$ cat src/alra_pkg.sv
// Package: shared types and constants of the addressed link receive and ack engine.
`default_nettype none
package alra_pkg;

   localparam int FIELD_BYTES = 4;
   localparam int FIELD_CNT_W = (FIELD_BYTES > 1) ? $clog2(FIELD_BYTES) : 1;
   localparam int FIELD_W     = 32;
   localparam int CSR_DATA_W  = 16;
   localparam int CSR_INDEX_W = 2;
   localparam logic [7:0] TIMEOUT_RESET  = 8'd10;
   localparam logic [15:0] CAPACITY_RESET = 16'hFFFF;

   typedef enum logic [1:0] {
      REQ_BYTE = 2'd0,
      REQ_TICK = 2'd1,
      REQ_ARM  = 2'd2,
      REQ_NONE = 2'd3
   } req_kind_type;

   typedef enum logic [2:0] {
      EV_DATA     = 3'd0,
      EV_SEND_ACK = 3'd1,
      EV_ACK_OK   = 3'd2,
      EV_RETX     = 3'd3,
      EV_OVERFLOW = 3'd4,
      EV_TIMEOUT  = 3'd5
   } event_kind_type;

   typedef enum logic [2:0] {
      PH_HUNT    = 3'd0,
      PH_ID      = 3'd1,
      PH_LEN     = 3'd2,
      PH_PAYLOAD = 3'd3,
      PH_ACK     = 3'd4
   } phase_type;

   typedef enum logic [1:0] {
      CSR_MY_ADDRESS      = 2'd0,
      CSR_AUTO_RETRANSMIT = 2'd1,
      CSR_RX_CAPACITY     = 2'd2,
      CSR_TIMEOUT_TICKS   = 2'd3
   } csr_index_type;

endpackage
`default_nettype wire

$ cat src/alra_if.sv
// Interfaces: request and response channels of the receive and ack engine.
`default_nettype none
interface alra_req_if;
   logic                        valid;
   logic                        ready;
   logic [1:0]                  req_type;
   logic [7:0]                  line_byte;
   logic                        address_mark;

   modport source (output valid, output req_type, output line_byte,
                   output address_mark, input ready);
   modport sink   (input valid, input req_type, input line_byte,
                   input address_mark, output ready);
endinterface

interface alra_rsp_if;
   logic                        valid;
   logic                        ready;
   alra_pkg::event_kind_type    event_kind;
   logic [7:0]                  data_byte;
   logic                        last_byte;
   logic [alra_pkg::FIELD_W-1:0] ack_value;

   modport source (output valid, output event_kind, output data_byte,
                   output last_byte, output ack_value, input ready);
   modport sink   (input valid, input event_kind, input data_byte,
                   input last_byte, input ack_value, output ready);
endinterface
`default_nettype wire

$ cat src/addressed_link_receive_ack.sv
// Top level: addressed serial link receive engine with acknowledge handling.
//
//   Channel   Direction  Carries
//   req_ch    in         line byte, timer tick or arm-ack-wait request
//   rsp_ch    out        payload byte, send ack, ack accepted, retransmit,
//                        overflow or timeout event
//   csr_*     in         write-only configuration registers
//
// One request is taken every cycle unless the result register is blocked;
// its single optional result appears in the result register on the following cycle.
// The request ready is low only while the result register holds an event
// that the consumer has not yet taken, so a stall on the response side
// holds off requests for exactly as long as it lasts.
// Reset is synchronous and active high; it returns the engine to address
// hunting in general mode and loads the register defaults.
`default_nettype none
module addressed_link_receive_ack (
   input  wire logic                              clock,
   input  wire logic                              reset,
   alra_req_if.sink                               req_ch,
   alra_rsp_if.source                             rsp_ch,
   input  wire logic                              csr_we,
   input  wire logic [alra_pkg::CSR_INDEX_W-1:0]  csr_index,
   input  wire logic [alra_pkg::CSR_DATA_W-1:0]   csr_wdata
);

   // Configuration registers.
   logic [7:0]                      my_address_ff;
   logic                            auto_retransmit_ff;
   logic [15:0]                     rx_capacity_ff;
   logic [7:0]                      timeout_ticks_ff;

   // Framing state.
   alra_pkg::phase_type             phase_ff, phase_in;
   logic                            ack_wait_ff, ack_wait_in;
   logic [alra_pkg::FIELD_CNT_W-1:0] field_cnt_ff, field_cnt_in;
   logic [alra_pkg::FIELD_W-1:0]    rx_id_ff, rx_id_in;
   logic [alra_pkg::FIELD_W-1:0]    rx_length_ff, rx_length_in;
   logic [alra_pkg::FIELD_W-1:0]    payload_left_ff, payload_left_in;
   logic [7:0]                      idle_ticks_ff, idle_ticks_in;
   logic [alra_pkg::FIELD_W-1:0]    tx_id_ff, tx_id_in;

   // Result register.
   logic                            rsp_valid_ff, rsp_valid_in;
   alra_pkg::event_kind_type        rsp_kind_ff, rsp_kind_in;
   logic [7:0]                      rsp_data_ff, rsp_data_in;
   logic                            rsp_last_ff, rsp_last_in;
   logic [alra_pkg::FIELD_W-1:0]    rsp_ack_ff, rsp_ack_in;

   // Result of the request being accepted this cycle.
   logic                            res_valid;
   alra_pkg::event_kind_type        res_kind;
   logic [7:0]                      res_data;
   logic                            res_last;
   logic [alra_pkg::FIELD_W-1:0]    res_ack;

   logic                            req_accept;
   alra_pkg::req_kind_type          req_kind;
   logic                            field_full;
   logic [alra_pkg::FIELD_W-1:0]    byte_shifted;
   logic [alra_pkg::FIELD_W-1:0]    rx_id_acc;
   logic [alra_pkg::FIELD_W-1:0]    rx_length_acc;
   logic [alra_pkg::FIELD_W-1:0]    rx_id_plus1;
   logic [alra_pkg::FIELD_W-1:0]    tx_id_plus1;
   logic [7:0]                      idle_sat;

   // A request may enter whenever the result register is free or is
   // being emptied in this very cycle.
   assign req_ch.ready = !rsp_valid_ff || rsp_ch.ready;
   assign req_accept   = req_ch.valid && req_ch.ready;
   assign req_kind     = alra_pkg::req_kind_type'(req_ch.req_type);

   // Little-endian field gathering: each byte lands at the lane chosen by
   // the field byte counter. A field holds four bytes; after the fourth the
   // counter wraps and the phase moves on.
   assign byte_shifted  = {{(alra_pkg::FIELD_W-8){1'b0}}, req_ch.line_byte}
                          << {field_cnt_ff, 3'b000};
   assign rx_id_acc     = rx_id_ff | byte_shifted;
   assign rx_length_acc = rx_length_ff | byte_shifted;
   assign field_full    = (field_cnt_ff == alra_pkg::FIELD_CNT_W'(alra_pkg::FIELD_BYTES - 1));
   assign rx_id_plus1   = rx_id_ff + alra_pkg::FIELD_W'(1);
   assign tx_id_plus1   = tx_id_ff + alra_pkg::FIELD_W'(1);
   assign idle_sat      = (idle_ticks_ff == 8'hFF) ? idle_ticks_ff : idle_ticks_ff + 8'd1;

   // Configuration writes.
   always_ff @(posedge clock) begin
      if (reset) begin
         my_address_ff      <= 8'd0;
         auto_retransmit_ff <= 1'b0;
         rx_capacity_ff     <= alra_pkg::CAPACITY_RESET;
         timeout_ticks_ff   <= alra_pkg::TIMEOUT_RESET;
      end else if (csr_we) begin
         case (csr_index)
            alra_pkg::CSR_MY_ADDRESS:      my_address_ff      <= csr_wdata[7:0];
            alra_pkg::CSR_AUTO_RETRANSMIT: auto_retransmit_ff <= csr_wdata[0];
            alra_pkg::CSR_RX_CAPACITY:     rx_capacity_ff     <= csr_wdata[15:0];
            alra_pkg::CSR_TIMEOUT_TICKS:   timeout_ticks_ff   <= csr_wdata[7:0];
            default: ;
         endcase
      end
   end

   // Next state and result of one request.
   always_comb begin
      phase_in        = phase_ff;
      ack_wait_in     = ack_wait_ff;
      field_cnt_in    = field_cnt_ff;
      rx_id_in        = rx_id_ff;
      rx_length_in    = rx_length_ff;
      payload_left_in = payload_left_ff;
      idle_ticks_in   = idle_ticks_ff;
      tx_id_in        = tx_id_ff;
      res_valid       = 1'b0;
      res_kind        = alra_pkg::EV_DATA;
      res_data        = 8'd0;
      res_last        = 1'b0;
      res_ack         = '0;

      if (req_accept) begin
         case (req_kind)
            alra_pkg::REQ_ARM: begin
               // Abandon any frame and wait for the peer's ack.
               ack_wait_in   = 1'b1;
               phase_in      = alra_pkg::PH_HUNT;
               field_cnt_in  = '0;
               idle_ticks_in = 8'd0;
            end
            alra_pkg::REQ_TICK: begin
               // Ticks count only while a frame runs or an ack is awaited.
               if (!(phase_ff == alra_pkg::PH_HUNT && !ack_wait_ff)) begin
                  idle_ticks_in = idle_sat;
                  if (idle_sat >= timeout_ticks_ff) begin
                     phase_in      = alra_pkg::PH_HUNT;
                     field_cnt_in  = '0;
                     idle_ticks_in = 8'd0;
                     res_valid     = 1'b1;
                     res_kind      = ack_wait_ff ? alra_pkg::EV_RETX
                                                 : alra_pkg::EV_TIMEOUT;
                  end
               end
            end
            alra_pkg::REQ_BYTE: begin
               idle_ticks_in = 8'd0;
               case (phase_ff)
                  alra_pkg::PH_HUNT: begin
                     if (req_ch.address_mark && req_ch.line_byte == my_address_ff) begin
                        phase_in     = ack_wait_ff ? alra_pkg::PH_ACK : alra_pkg::PH_ID;
                        field_cnt_in = '0;
                        rx_id_in     = '0;
                        rx_length_in = '0;
                     end
                  end
                  alra_pkg::PH_ID: begin
                     rx_id_in     = rx_id_acc;
                     field_cnt_in = field_full ? '0 : field_cnt_ff + 1'b1;
                     if (field_full) begin
                        phase_in = alra_pkg::PH_LEN;
                     end
                  end
                  alra_pkg::PH_LEN: begin
                     rx_length_in = rx_length_acc;
                     field_cnt_in = field_full ? '0 : field_cnt_ff + 1'b1;
                     if (field_full) begin
                        if (rx_length_acc > {{(alra_pkg::FIELD_W-16){1'b0}}, rx_capacity_ff}) begin
                           phase_in  = alra_pkg::PH_HUNT;
                           res_valid = 1'b1;
                           res_kind  = alra_pkg::EV_OVERFLOW;
                        end else if (rx_length_acc == '0) begin
                           // Empty message: ask for the ack straight away.
                           phase_in  = alra_pkg::PH_HUNT;
                           res_valid = 1'b1;
                           res_kind  = alra_pkg::EV_SEND_ACK;
                           res_ack   = rx_id_plus1;
                        end else begin
                           payload_left_in = rx_length_acc;
                           phase_in        = alra_pkg::PH_PAYLOAD;
                        end
                     end
                  end
                  alra_pkg::PH_PAYLOAD: begin
                     payload_left_in = payload_left_ff - alra_pkg::FIELD_W'(1);
                     res_valid       = 1'b1;
                     res_kind        = alra_pkg::EV_DATA;
                     res_data        = req_ch.line_byte;
                     if (payload_left_ff == alra_pkg::FIELD_W'(1)) begin
                        // The final byte also carries the ack request.
                        phase_in     = alra_pkg::PH_HUNT;
                        field_cnt_in = '0;
                        res_last     = 1'b1;
                        res_ack      = rx_id_plus1;
                     end
                  end
                  alra_pkg::PH_ACK: begin
                     rx_id_in     = rx_id_acc;
                     field_cnt_in = field_full ? '0 : field_cnt_ff + 1'b1;
                     if (field_full) begin
                        phase_in  = alra_pkg::PH_HUNT;
                        res_valid = 1'b1;
                        if (rx_id_acc == tx_id_plus1 || !auto_retransmit_ff) begin
                           tx_id_in    = tx_id_plus1;
                           ack_wait_in = 1'b0;
                           res_kind    = alra_pkg::EV_ACK_OK;
                           res_ack     = rx_id_acc;
                        end else begin
                           // Ack-wait mode stays set for the next attempt.
                           res_kind = alra_pkg::EV_RETX;
                        end
                     end
                  end
                  default: begin
                     phase_in     = alra_pkg::PH_HUNT;
                     field_cnt_in = '0;
                  end
               endcase
            end
            default: ;
         endcase
      end

      // Result register: loaded on an accepted request, cleared once taken.
      rsp_valid_in = rsp_valid_ff && !rsp_ch.ready;
      rsp_kind_in  = rsp_kind_ff;
      rsp_data_in  = rsp_data_ff;
      rsp_last_in  = rsp_last_ff;
      rsp_ack_in   = rsp_ack_ff;
      if (req_accept) begin
         rsp_valid_in = res_valid;
         rsp_kind_in  = res_kind;
         rsp_data_in  = res_data;
         rsp_last_in  = res_last;
         rsp_ack_in   = res_ack;
      end
   end

   always_ff @(posedge clock) begin
      if (reset) begin
         phase_ff        <= alra_pkg::PH_HUNT;
         ack_wait_ff     <= 1'b0;
         field_cnt_ff    <= '0;
         rx_id_ff        <= '0;
         rx_length_ff    <= '0;
         payload_left_ff <= '0;
         idle_ticks_ff   <= 8'd0;
         tx_id_ff        <= '0;
         rsp_valid_ff    <= 1'b0;
      end else begin
         phase_ff        <= phase_in;
         ack_wait_ff     <= ack_wait_in;
         field_cnt_ff    <= field_cnt_in;
         rx_id_ff        <= rx_id_in;
         rx_length_ff    <= rx_length_in;
         payload_left_ff <= payload_left_in;
         idle_ticks_ff   <= idle_ticks_in;
         tx_id_ff        <= tx_id_in;
         rsp_valid_ff    <= rsp_valid_in;
      end
   end

   // Result payload needs no reset.
   always_ff @(posedge clock) begin
      rsp_kind_ff <= rsp_kind_in;
      rsp_data_ff <= rsp_data_in;
      rsp_last_ff <= rsp_last_in;
      rsp_ack_ff  <= rsp_ack_in;
   end

   assign rsp_ch.valid      = rsp_valid_ff;
   assign rsp_ch.event_kind = rsp_kind_ff;
   assign rsp_ch.data_byte  = rsp_data_ff;
   assign rsp_ch.last_byte  = rsp_last_ff;
   assign rsp_ch.ack_value  = rsp_ack_ff;

   // A pending result that is not being taken must hold off requests.
   a_stall_blocks: assert property (@(posedge clock) disable iff (reset)
      (rsp_valid_ff && !rsp_ch.ready) |-> !req_ch.ready)
      else $error("request taken while result register is blocked");

   // Only a payload byte may be marked as the last one.
   a_last_is_data: assert property (@(posedge clock) disable iff (reset)
      (rsp_valid_ff && rsp_last_ff) |-> (rsp_kind_ff == alra_pkg::EV_DATA))
      else $error("last byte flag on a non-payload event");

   // The payload phase always has bytes still to come.
   a_payload_left: assert property (@(posedge clock) disable iff (reset)
      (phase_ff == alra_pkg::PH_PAYLOAD) |-> (payload_left_ff != '0))
      else $error("payload phase with no bytes left");

   // Arming the ack wait leaves the engine hunting in ack-wait mode.
   a_arm: assert property (@(posedge clock) disable iff (reset)
      (req_accept && req_kind == alra_pkg::REQ_ARM)
      |=> (ack_wait_ff && phase_ff == alra_pkg::PH_HUNT))
      else $error("arm request did not enter ack-wait hunting");

   // An accepted ack advances the transmit id by exactly one.
   a_tx_id_step: assert property (@(posedge clock) disable iff (reset)
      (req_accept && res_valid && res_kind == alra_pkg::EV_ACK_OK)
      |=> (tx_id_ff == $past(tx_id_ff) + alra_pkg::FIELD_W'(1)))
      else $error("transmit id not advanced on accepted ack");

endmodule
`default_nettype wire
$ cat src/flat_wrapper.sv
// flat-port wrapper written by rule: the top's interface ports become plain ports
module addressed_link_receive_ack_flat 
  (clock, reset, csr_we, csr_index, csr_wdata, req_ch_valid, req_ch_req_type, req_ch_line_byte, req_ch_address_mark, req_ch_ready, rsp_ch_valid, rsp_ch_event_kind, rsp_ch_data_byte, rsp_ch_last_byte, rsp_ch_ack_value, rsp_ch_ready);
  alra_req_if req_ch_i ();
  alra_rsp_if rsp_ch_i ();
  input  wire logic clock;
  input  wire logic reset;
  input  wire logic csr_we;
  input  wire logic [alra_pkg::CSR_INDEX_W-1:0] csr_index;
  input  wire logic [alra_pkg::CSR_DATA_W-1:0] csr_wdata;
  input wire logic [$bits(req_ch_i.valid)-1:0] req_ch_valid;
  input wire logic [$bits(req_ch_i.req_type)-1:0] req_ch_req_type;
  input wire logic [$bits(req_ch_i.line_byte)-1:0] req_ch_line_byte;
  input wire logic [$bits(req_ch_i.address_mark)-1:0] req_ch_address_mark;
  output wire logic [$bits(req_ch_i.ready)-1:0] req_ch_ready;
  output wire logic [$bits(rsp_ch_i.valid)-1:0] rsp_ch_valid;
  output wire logic [$bits(rsp_ch_i.event_kind)-1:0] rsp_ch_event_kind;
  output wire logic [$bits(rsp_ch_i.data_byte)-1:0] rsp_ch_data_byte;
  output wire logic [$bits(rsp_ch_i.last_byte)-1:0] rsp_ch_last_byte;
  output wire logic [$bits(rsp_ch_i.ack_value)-1:0] rsp_ch_ack_value;
  input wire logic [$bits(rsp_ch_i.ready)-1:0] rsp_ch_ready;
  assign req_ch_i.valid = req_ch_valid;
  assign req_ch_i.req_type = req_ch_req_type;
  assign req_ch_i.line_byte = req_ch_line_byte;
  assign req_ch_i.address_mark = req_ch_address_mark;
  assign req_ch_ready = req_ch_i.ready;
  assign rsp_ch_valid = rsp_ch_i.valid;
  assign rsp_ch_event_kind = rsp_ch_i.event_kind;
  assign rsp_ch_data_byte = rsp_ch_i.data_byte;
  assign rsp_ch_last_byte = rsp_ch_i.last_byte;
  assign rsp_ch_ack_value = rsp_ch_i.ack_value;
  assign rsp_ch_i.ready = rsp_ch_ready;
  addressed_link_receive_ack u_core (.clock(clock), .reset(reset), .req_ch(req_ch_i), .rsp_ch(rsp_ch_i), .csr_we(csr_we), .csr_index(csr_index), .csr_wdata(csr_wdata));
endmodule
$ cat config.mk
export PLATFORM = sky130hd
export DESIGN_NAME = addressed_link_receive_ack_flat
export DESIGN_NICKNAME = d
export VERILOG_FILES = /design/src/alra_pkg.sv /design/src/alra_if.sv /design/src/addressed_link_receive_ack.sv /design/src/flat_wrapper.sv
export SDC_FILE = /design/constraint.sdc
export NUM_CORES = 1
export LEC_CHECK = 0
export ABC_AREA = 1
export BUFFER_PORTS_ARGS = -buffer_cell sky130_fd_sc_hd__buf_2
export CORE_AREA = 2 2 134 235
export CTS_CLUSTER_SIZE = 40
export DETAILED_ROUTE_END_ITERATION = 10
export DIE_AREA = 0 0 136 237
export PLACE_DENSITY_LB_ADDON = 0.08
export SYNTH_ARGS = -nofsm -noshare
export SYNTH_HDL_FRONTEND = slang
export SYNTH_SLANG_ARGS = --single-unit
$ cat constraint.sdc
create_clock -name clock -period 4.1 [get_ports clock]
set_input_delay 0.205 -clock clock [delete_from_list [all_inputs] [get_ports clock]]
set_output_delay 0.205 -clock clock [all_outputs]
set_load 0.03 [all_outputs]
# Yosys cells after proc, flatten, opt, wreduce, memory -nomap -nowiden
# Index checks and enable logic that the tools add are counted.
[op_classes]
n_addsub = 5
order_cmp = 2
eq_ne = 28
shifts = 1
muxes = 61
n_bitwise = 2
reduce_logical = 36
[ops]
columns = ["operator", "count"]
rows = [
  ["32-bit 2-to-1 mux", 10],
  ["32-bit case mux with 2 select lines", 3],
  ["32-bit case mux with 3 select lines", 1],
  ["32-bit by 1-bit adder with 32-bit output, second input constant", 2],
  ["32-bit bitwise OR", 2],
  ["3-bit 2-to-1 mux", 15],
  ["32-bit by 1-bit equality test with 1-bit output, second input constant", 1],
  ["32-bit equality test", 1],
  ["32-bit by 16-bit > comparator with 1-bit output", 1],
  ["32-bit zero test", 1],
  ["8-bit by 5-bit << shifter with 32-bit output", 1],
  ["32-bit by 1-bit subtractor with 32-bit output, second input constant", 1],
  ["8-bit 2-to-1 mux", 3],
  ["8-bit case mux with 2 select lines", 1],
  ["3-bit case mux with 5 select lines", 1],
  ["1-bit 2-to-1 mux", 13],
  ["2-bit 2-to-1 mux", 6],
  ["3-bit by 2-bit != test with 1-bit output, second input constant", 4],
  ["2-bit case mux with 3 select lines", 2],
  ["3-bit case mux with 2 select lines", 2],
  ["6-bit AND reduction", 2],
  ["2-bit by 1-bit != test with 1-bit output, second input constant", 5],
  ["2-bit AND reduction", 5],
  ["5-bit AND reduction", 2],
  ["other kinds (27)", 50],
]
[totals]
reg_bits = 220
output_inout_bits = 46
elab_cells = 152

# Longest topological paths before layout
# Gate-level depths: netlist (run 1).
[logic_depth]
ltp_word = 9
depth_mapped = 21

# Worst setup path before layout (run 1)
# OpenSTA, ideal clock, no wires.
[synth_path]
path_kind = "register to register"
startpoint = "register u_core.idle_ticks_ff[0]"
endpoint = "register u_core.idle_ticks_ff[0]"
setup_time_ns = 0.068
t_arrival_ns = 3.000
setup_slack_ns = 1.032
path_stages_with_launch = 14
n_path_buf = 0
period_less_slack_ns = 3.068
path_cell_list = "dfxtp_1 ha_1 nand2_1 nor3_1 nand3_1 mux2_2 ha_1 a21oi_1 o21ai_0 nand2_1 nand3_1 nor4_1 a22oi_1 nor2_1"
[synth_between]
elab_chain_cells = 6
word_cells_on_any_way = 7
classes_between = "1 x add/sub; 1 x order compare; 1 x eq/ne; 4 x mux"
[synth_rtl]
columns = ["element", "line", "rtl"]
rows = [
  ["start, declared", "addressed_link_receive_ack.sv:40", "logic [7:0] idle_ticks_ff, idle_ticks_in;"],
  ["start signal, assigned", "addressed_link_receive_ack.sv:253", "idle_ticks_ff <= idle_ticks_in;"],
  ["8-bit by 1-bit adder with 8-bit output / 8-bit equality test (equally long branches)", "addressed_link_receive_ack.sv:83", "assign idle_sat = (idle_ticks_ff == 8'hFF) ? idle_ticks_ff : idle_ticks_ff + 8'd1;"],
  ["8-bit 2-to-1 mux *", "addressed_link_receive_ack.sv:83", ""],
  ["8-bit >= comparator", "addressed_link_receive_ack.sv:132", "if (idle_sat >= timeout_ticks_ff) begin"],
  ["8-bit 2-to-1 mux *", "addressed_link_receive_ack.sv:132", ""],
  ["8-bit 2-to-1 mux *", "addressed_link_receive_ack.sv:130", "if (!(phase_ff == alra_pkg::PH_HUNT && !ack_wait_ff)) begin"],
  ["8-bit case mux with 2 select lines *", "addressed_link_receive_ack.sv:120", "case (req_kind)"],
]
# Every way passes the cells marked *; elsewhere a longest branch is shown, timed or not. The select of a mux whose other input is x is not followed.
# A chain may end at the register's enable or synchronous reset.

# Final worst setup path (run 1)
[layout_path]
startpoint = "register u_core.field_cnt_ff[0] (netlist bit)"
endpoint = "register u_core.rsp_ack_ff (netlist bit u_core.rsp_ch.ack_value[4]) (data pin)"
[layout_between]
elab_chain_cells = 7
word_cells_on_any_way = 14
classes_between = "1 x order compare; 2 x eq/ne; 1 x shift; 6 x mux; 2 x bitwise; 2 x reduce/logical"
[layout_rtl]
columns = ["element", "line", "rtl"]
rows = [
  ["start, declared", "addressed_link_receive_ack.sv:36", "logic [alra_pkg::FIELD_CNT_W-1:0] field_cnt_ff, field_cnt_in;"],
  ["start signal, assigned", "addressed_link_receive_ack.sv:249", "field_cnt_ff <= field_cnt_in;"],
  ["parallel branches: the longest is 6 deep, another holds 32-bit by 16-bit > comparator with 1-bit output", "-", ""],
  ["32-bit case mux with 3 select lines *", "addressed_link_receive_ack.sv:144", "case (phase_ff)"],
  ["end signal, assigned", "addressed_link_receive_ack.sv:264", "rsp_ack_ff <= rsp_ack_in;"],
  ["end, declared", "addressed_link_receive_ack.sv:48", "logic [alra_pkg::FIELD_W-1:0] rsp_ack_ff, rsp_ack_in;"],
]
# Mark *: on every way between the ends.

==> results of run 1 <==
[synth_stat cells (all sizes together) (2+ instances only)]
master,instances,area [µm²]
nand2,616,2320
nor2,266,1040
inv,254,953
dfxtp,176,3520
nand3,173,878
a21oi,139,696
o21ai,87,435
clkbuf,50,189
nand4,46,288
edfxtp,44,1320
nor3,35,175
ha,30,375
buf,24,168
nand3b,24,180
o211ai,22,165
xor2,21,184
nor4,18,113
a22oi,17,128
a31oi,16,100
xnor2,9,78.8
a211oi,5,37.5
o21a,3,22.5
o22ai,3,18.8
or2,3,18.8
clkinv,2,7.51
o211a,2,20.0
[cell type report]
| class | instances | area, µm² |
|---|---|---|
| Tap cell | 391 | 489 |
| Multi-Input combinational cell | 1542 | 7370 |
| Fill cell | 3200 | 15200 |
| Clock buffer | 36 | 676 |
| Inverter | 256 | 961 |
| Timing Repair Buffer | 123 | 776 |
| Clock inverter | 5 | 53.8 |
| Sequential cell | 220 | 4840 |
[per-stage QoR]
step           instance area, µm²  util [%]
2_1_floorplan               13500         -
3_3_place_gp                14200      46.8
3_5_place_dp                14200      46.8
4_1_cts                     15200      49.9
5_1_grt                     15200      49.9
6_report                    15200      49.9
[cell usage in the layout, fill, tap and decap left out, types with 2 or more instances in the layout]
cell type,Yosys,routed
nand3_1,172,172
nand2_1,612,612
o211ai_1,22,22
nor2_4,4,5
xor2_1,21,21
nor2_1,256,254
a31oi_1,16,16
a21oi_1,139,139
xnor2_1,9,9
clkinv_2,0,3
nand3b_1,24,24
edfxtp_1,44,44
dfxtp_1,176,176
o21ai_0,82,82
or2_2,3,3
nor3_2,0,2
nor2_2,6,7
clkbuf_16,0,24
nand4_1,46,46
buf_4,1,24
o21a_1,3,3
a211oi_1,5,5
ha_1,30,30
o21ai_1,5,5
inv_1,249,248
nand2_2,4,4
o211a_1,2,2
buf_2,11,79
inv_2,5,7
clkbuf_8,0,3
clkbuf_1,49,9
a22oi_1,17,17
o22ai_1,3,3
nor4_1,18,18
dlygate4sd3_1,0,20
nor3_1,35,33
[worst register-to-register path: cells and delay by family, from the launching register on]
kind	cells	cell delay, ns
flip-flops	1	0.69
AND/OR/NAND/NOR	8	1.86
AO/OA/AOI/OAI	2	0.52
adder cells (fa/ha/maj)	1	0.20
buffers and inverters	1	0.30
[final timing paths]
kind | slack (ns) | to | cells after the start
hold / removal | 0.04 | u_core.auto_retransmit_ff | 3
hold reg to reg | 0.46 | u_core.rx_length_ff[1] | 2
setup / recovery | 0.37 | u_core.rsp_ch.ack_value[4] | 12
setup reg to reg | 0.37 | u_core.rsp_ch.ack_value[4] | 12
[flip-flops by register name, summed over array words and instances, names as in the netlist, 8 cells and up]
signal and flops:
u_core.tx_id_ff 32, u_core.rsp_ch.data_byte 8, u_core.rx_length_ff 32, u_core.my_address_ff 8, u_core.timeout_ticks_ff 8, u_core.rsp_ch.ack_value 32, u_core.idle_ticks_ff 8, u_core.rx_id_ff 32
u_core.payload_left_ff 32, u_core.rx_capacity_ff 16
[cell families (layout without fill, tap and decap cells)]
| group | count (synthesis) | in the layout | synth area share (%) |
|---|---|---|---|
| compound gates | 298 | 298 | 12.3 |
| xor+xnor | 30 | 30 | 1.95 |
| fa+ha+maj | 30 | 30 | 2.78 |
| buf+inv | 330 | 420 | 9.76 |
| flops | 220 | 220 | 35.9 |
| mux | 1 | 1 | 0.0834 |
| simple gates | 1183 | 1183 | 37.3 |
[power by group]
group          total [µW]  switching, µW  internal [µW]
logic                 431            311            121
clock network        2120            926           1200
registers            2260           19.6           2240
total                4810           1260           3560
[what timing repair did]
action                                  CTS  global route
endpoints found under the setup margin    0             0
endpoints found under the hold margin    30             0
hold buffers                             20             0
setup buffers                             0             0
[layer usage]
metal  GRT usage, %  part of all wire [%]  up-vias  routed length, µm
met5              0                     0        -                  0
met2           52.5                    53      391              24000
li1               -                     -     6986                  -
met3           2.72                   3.9      148               1770
met4           17.2                   6.4        0               2920
met1           29.9                    37     6488              16800
==> results.md, run 1 <==
- Status: completed
- Count of cell types in the netlist: 43
- Number of setup violations in the final report: 0
- Cell Pwr Density: 317 nW/µm²
- Final nets: 2230
- Final-layout worst hold slack: 0.0416 ns
- Synthesized area per cell: 6.46 µm²
- Proportion of synthesized flip-flops having asynchronous set or reset: 0%
- Crit path setup slack, layout: 0.372 ns
- Critical path endpoint category: flip-flop
- Required time of the critical path: 4.47 ns
- Max-cap violations: 0
- Total Power Consumption: 4810 µW
- Sum of routed wire length over all layers: 45500 µm
- Buffers on Ports: 79
- Fin crit share: 90.9%
- Sequential element share of the synthesized area: 35.9%
- Remaining global-route overflow: 0
- Number of buffers and inverters on the critical path: 1
- Boundary Pins: 80
- Total GRT Usage: 28.2%
- Final slew viol count: 0
- Cell-by-cell listing of the critical path: nand3_1, nand2_1, ha_1, nand2_1, nor4_1, nand3_1, a21oi_1, nand3_1, nand2_1, buf_4, nand3_1, a21oi_1
- RR Startpoint: u_core.field_cnt_ff[0]
- Largest net degree at the start of global routing: 70
- Leakage power of the design: 0.00669 µW
- Routability-driven placement congestion ratio: 0.973
- Clock insertion delay at the later pin of the skew report: 0.54 ns
- Clock sinks: 220
- RSZ-0062 raised after global routing: no
- Clock slew at reported path FFs: 0.06 ns
- Average routed wire per standard cell: 17.7 µm
- Total CTS buffers: 23
- DRT antenna net count: 0
- Number of detailed-routing iterations run before antenna repair: 5
- Horizontal die dimension: 136 µm
- Slew at the pin closest to its max-slew limit: 1.02 ns
- Number of DRC violations after detailed routing: 0
- Fmax: 268 MHz
- Clock root buffer: clkbuf_16
- Kind of critical path: reg2reg
- Element type at the critical path start: flip-flop
- Worst vdd rail ir drop: 0.000368 V
- Vias in the first global route: 13500
- Initial drt markers: 770
- Final HPWL DP: 34200 µm
- Leading register cell type out of synthesis: dfxtp_1
- Post-detailed-route via-to-cell ratio: 5.45
- #FFs+latches synth: 220
- Critical path's slowest cell: dfxtp_1
- Origin of the worst min-delay path: csr_we
- Layout cell share with drive strength beyond 1: 7.65%
- Global-route wire length before repair: 71400 µm
- Standard-cell row count: 85
- Setup skew after layout: 0.0209 ns
- Floorplan die height: 237 µm
- Ant diodes: 0
- Nets in the synthesized netlist: 2156
- Data arrival time of the worst path: 4.10 ns
- Post-synth EDFFs: 44
- H-tree lvl count: 1
- Initial Util: 44.4%
- Synthesis-to-finish area growth: 12.3%
- Hold violation count in the final report: 0
- Max incr delay on CP: 0.69 ns
- Setup TNS: 0 ns
- Path class of the lowest-slack min-delay path: in2reg
- Syn Std Cell Area: 13500 µm²
- Post-route non-filler standard cell count: 2573
- Family with the most delay on the worst path: simple AND/OR/NAND/NOR gates
- Gate count of the mapped netlist: 2092
- CTS tree: done
- Number of buffers on the longest clock path: 3
- Synthesis warning total: 0
- Antenna violations before repair: 0
- Core box area: 30400 µm²
- Worst Setup Slack post-DPL: 0.448 ns
- Largest driver fanout on the critical path: 25
- Number of placed instances, taps included: 2512
- Most used cell, CP: nand3_1
- Rel. slew slack: 32.2%
- Start point of the critical path: u_core.field_cnt_ff[0]
- Time the final worst path needs with I/O delays and setup: 3.73 ns
- Area of the die: 32200 µm²
- Total vias in the final route: 14000
- Gates resized, CTS repair: 0
No activity file was read; power rests on OpenSTA's default activity.
==> inputs of run 2 (changes only) <==
--- a/config.mk
+++ b/config.mk
@@ -7,10 +7,10 @@
 export LEC_CHECK = 0
 export ABC_AREA = 1
 export BUFFER_PORTS_ARGS = -buffer_cell sky130_fd_sc_hd__buf_2
-export CORE_AREA = 2 2 134 235
+export CORE_AREA = 8 8 140 241
 export CTS_CLUSTER_SIZE = 40
 export DETAILED_ROUTE_END_ITERATION = 10
-export DIE_AREA = 0 0 136 237
+export DIE_AREA = 0 0 148 249
 export PLACE_DENSITY_LB_ADDON = 0.08
 export SYNTH_ARGS = -nofsm -noshare
 export SYNTH_HDL_FRONTEND = slang
==> run 2 against run 1 <==
Against the previous run: power grew 1.7%; cell count grew 0.19%; sequential power is essentially flat; die area grew 14%; worst hold slack lost 0.013 ns; worst setup slack gained 0.15 ns; critical path depth grew 3; non-clock buffer count grew 2; wire length grew 0.70%; fmax grew 4.1%; clock power grew 3%; first-iteration DRC count grew 17%.
==> results.md, run 2 (synthesis results as in run 1) <==
- Cell Pwr Density: 321 nW/µm²
- Final HPWL DP: 34800 µm
- Critical path's slowest cell: dlygate4sd3_1
- Data arrival time of the worst path: 4.01 ns
- Initial drt markers: 901
- Core box area: 30400 µm²
- RSZ-0062 raised after global routing: no
- Total Power Consumption: 4890 µW
- Commonest non-fill, non-tap cell in the layout: nand2_1
- Sum of routed wire length over all layers: 45800 µm
- Status: completed
- Element type at the critical path start: flip-flop
- Sequential Area: 4840 µm²
- Standard-cell row count: 85
- Boundary Pins: 80
- Max incr delay on CP: 0.60 ns
- Fmax: 279 MHz
- Fin crit share: 87.3%
- Setup fix buffers added after clock tree synthesis: 0
- Clock sinks: 220
- Most used cell, CP: nand2_1
- Hold violation count in the final report: 0
- Number of fill cells: 3155
- Vias in the first global route: 13500
- Rel. slew slack: 31.3%
- Layout cell share with drive strength beyond 1: 7.86%
- Global-route wire length before repair: 72600 µm
- Required time of the critical path: 4.53 ns
- Critical path endpoint category: flip-flop
- Cell-by-cell listing of the critical path: ha_1, nand2_1, nor3_1, nand3_1, mux2_2, ha_1, a21oi_1, o21ai_0, nand2_1, nand3_1, nand3b_1, nand2_1, nand2_1, a21oi_1, dlygate4sd3_1
- Setup TNS: 0 ns
- Max-cap violations: 0
- Number of setup violations in the final report: 0
- Clock insertion delay at the later pin of the skew report: 0.55 ns
- Buffers on Ports: 79
- Register-to-register path setup slack: 0.52 ns
- Clock root buffer: clkbuf_16
- Average routed wire per standard cell: 17.8 µm
- Antenna violations before repair: 0
- Synthesis-to-finish area growth: 12.8%
- Number of buffers on the longest clock path: 3
- Routability-driven placement congestion ratio: 1.01
- Remaining global-route overflow: 0
- Origin of the worst min-delay path: csr_we
- Start point of the critical path: u_core.idle_ticks_ff[0]
- Kind of critical path: reg2reg
- Leakage power of the design: 0.00673 µW
- Most used cells in the layout excluding fill and tap cells: nand2_1 (612), nor2_1 (254), inv_1 (248)
- Floorplan die height: 249 µm
- Path class of the lowest-slack min-delay path: in2reg
- Ant diodes: 0
- Time the final worst path needs with I/O delays and setup: 3.58 ns
- Number of detailed-routing iterations run before antenna repair: 7
- Final nets: 2233
- Worst vdd rail ir drop: 0.000278 V
- Area of the die: 36900 µm²
- Slew at the pin closest to its max-slew limit: 1.03 ns
- H-tree lvl count: 1
- Total vias in the final route: 13800
- DRT antenna net count: 0
- Total GRT Usage: 24.6%
- Post-detailed-route via-to-cell ratio: 5.36
- Setup skew after layout: 0.0310 ns
- Initial Util: 44.4%
- Largest driver fanout on the critical path: 8
- CTS tree: done
- Area used by multi-input combinational logic: 7370 µm²
- Total CTS buffers: 24
- Hold buffer count at CTS: 21
- Clock slew at reported path FFs: 0.06 ns
- Largest net degree at the start of global routing: 70
- Number of DRC violations after detailed routing: 0
- RR Startpoint: u_core.idle_ticks_ff[0]
- Gates resized, CTS repair: 0
- Horizontal die dimension: 148 µm
- Final slew viol count: 0
## run 2: changes by cell type in the layout (fill, tap and decap cells not counted)
cell           before  now
clkinv_1            1    3
clkinv_4            0    1
inv_6               1    0
clkinv_2            3    5
buf_4              24   25
clkinv_8            0    1
bufinv_16           1    2
clkbuf_1            9    6
dlygate4sd3_1      20   21
## run 2: final timing paths
check                                                 end  cells past startpoint
worst max-delay path                  u_core.rsp_ch.valid                     15
worst min-delay path            u_core.auto_retransmit_ff                      3
worst max register to register        u_core.rsp_ch.valid                     15
worst min register to register    u_core.rx_length_ff[19]                      2
## run 2: stage by stage
| step | instance area (µm²) | cells | hold WS, ns | util, % | worst slack, ns |
|---|---|---|---|---|---|
| after floorplan | 13500 | 2092 | 0.331 | - | 1.03 |
| after global routing | 15200 | 2578 | 0.0642 | 50.1 | 0.277 |
| after global placement | 14200 | 2513 | 0.421 | 46.8 | 0.733 |
| final | 15200 | 2578 | 0.0291 | 50.1 | 0.519 |
| after detailed placement | 14200 | 2513 | 0.426 | 46.8 | 0.687 |
| after CTS | 15200 | 2578 | 0.00122 | 50.1 | 0.533 |
## run 2: area by class of cell
class	instances	area share [%]
clock buffer	33	4.36
clock inverter	11	0.772
inverter	256	6.31
multi-input combinational	1542	48.4
sequential	220	31.8
tap	391	3.21
timing repair buffer	125	5.21
## run 2: where the power goes
| group | total (µW) | leakage (µW) | switching, µW | internal (µW) |
|---|---|---|---|---|
| clock | 2190 | 0.000386 | 932 | 1260 |
| combinational | 441 | 0.00447 | 320 | 122 |
| sequential | 2260 | 0.00188 | 17.7 | 2240 |
## run 2: routing by layer
layer | track usage [%] | share of wire (%) | routed length (µm)
met1 | 25.1 | 37 | 17100
met2 | 47.0 | 54 | 24600
met3 | 2.40 | 3.6 | 1640
met4 | 13.9 | 5.6 | 2550
met5 | 0 | 0 | 0
## run 2: critical path, delay by kind of cell, from the launching register on
kind / cells / cell delay, ns
AND/OR/NAND/NOR: 8 / 1.30
buffers and inverters: 1 / 0.60
adder cells (fa/ha/maj): 2 / 0.54
flip-flops: 1 / 0.40
multiplexers: 1 / 0.38
AO/OA/AOI/OAI: 3 / 0.26
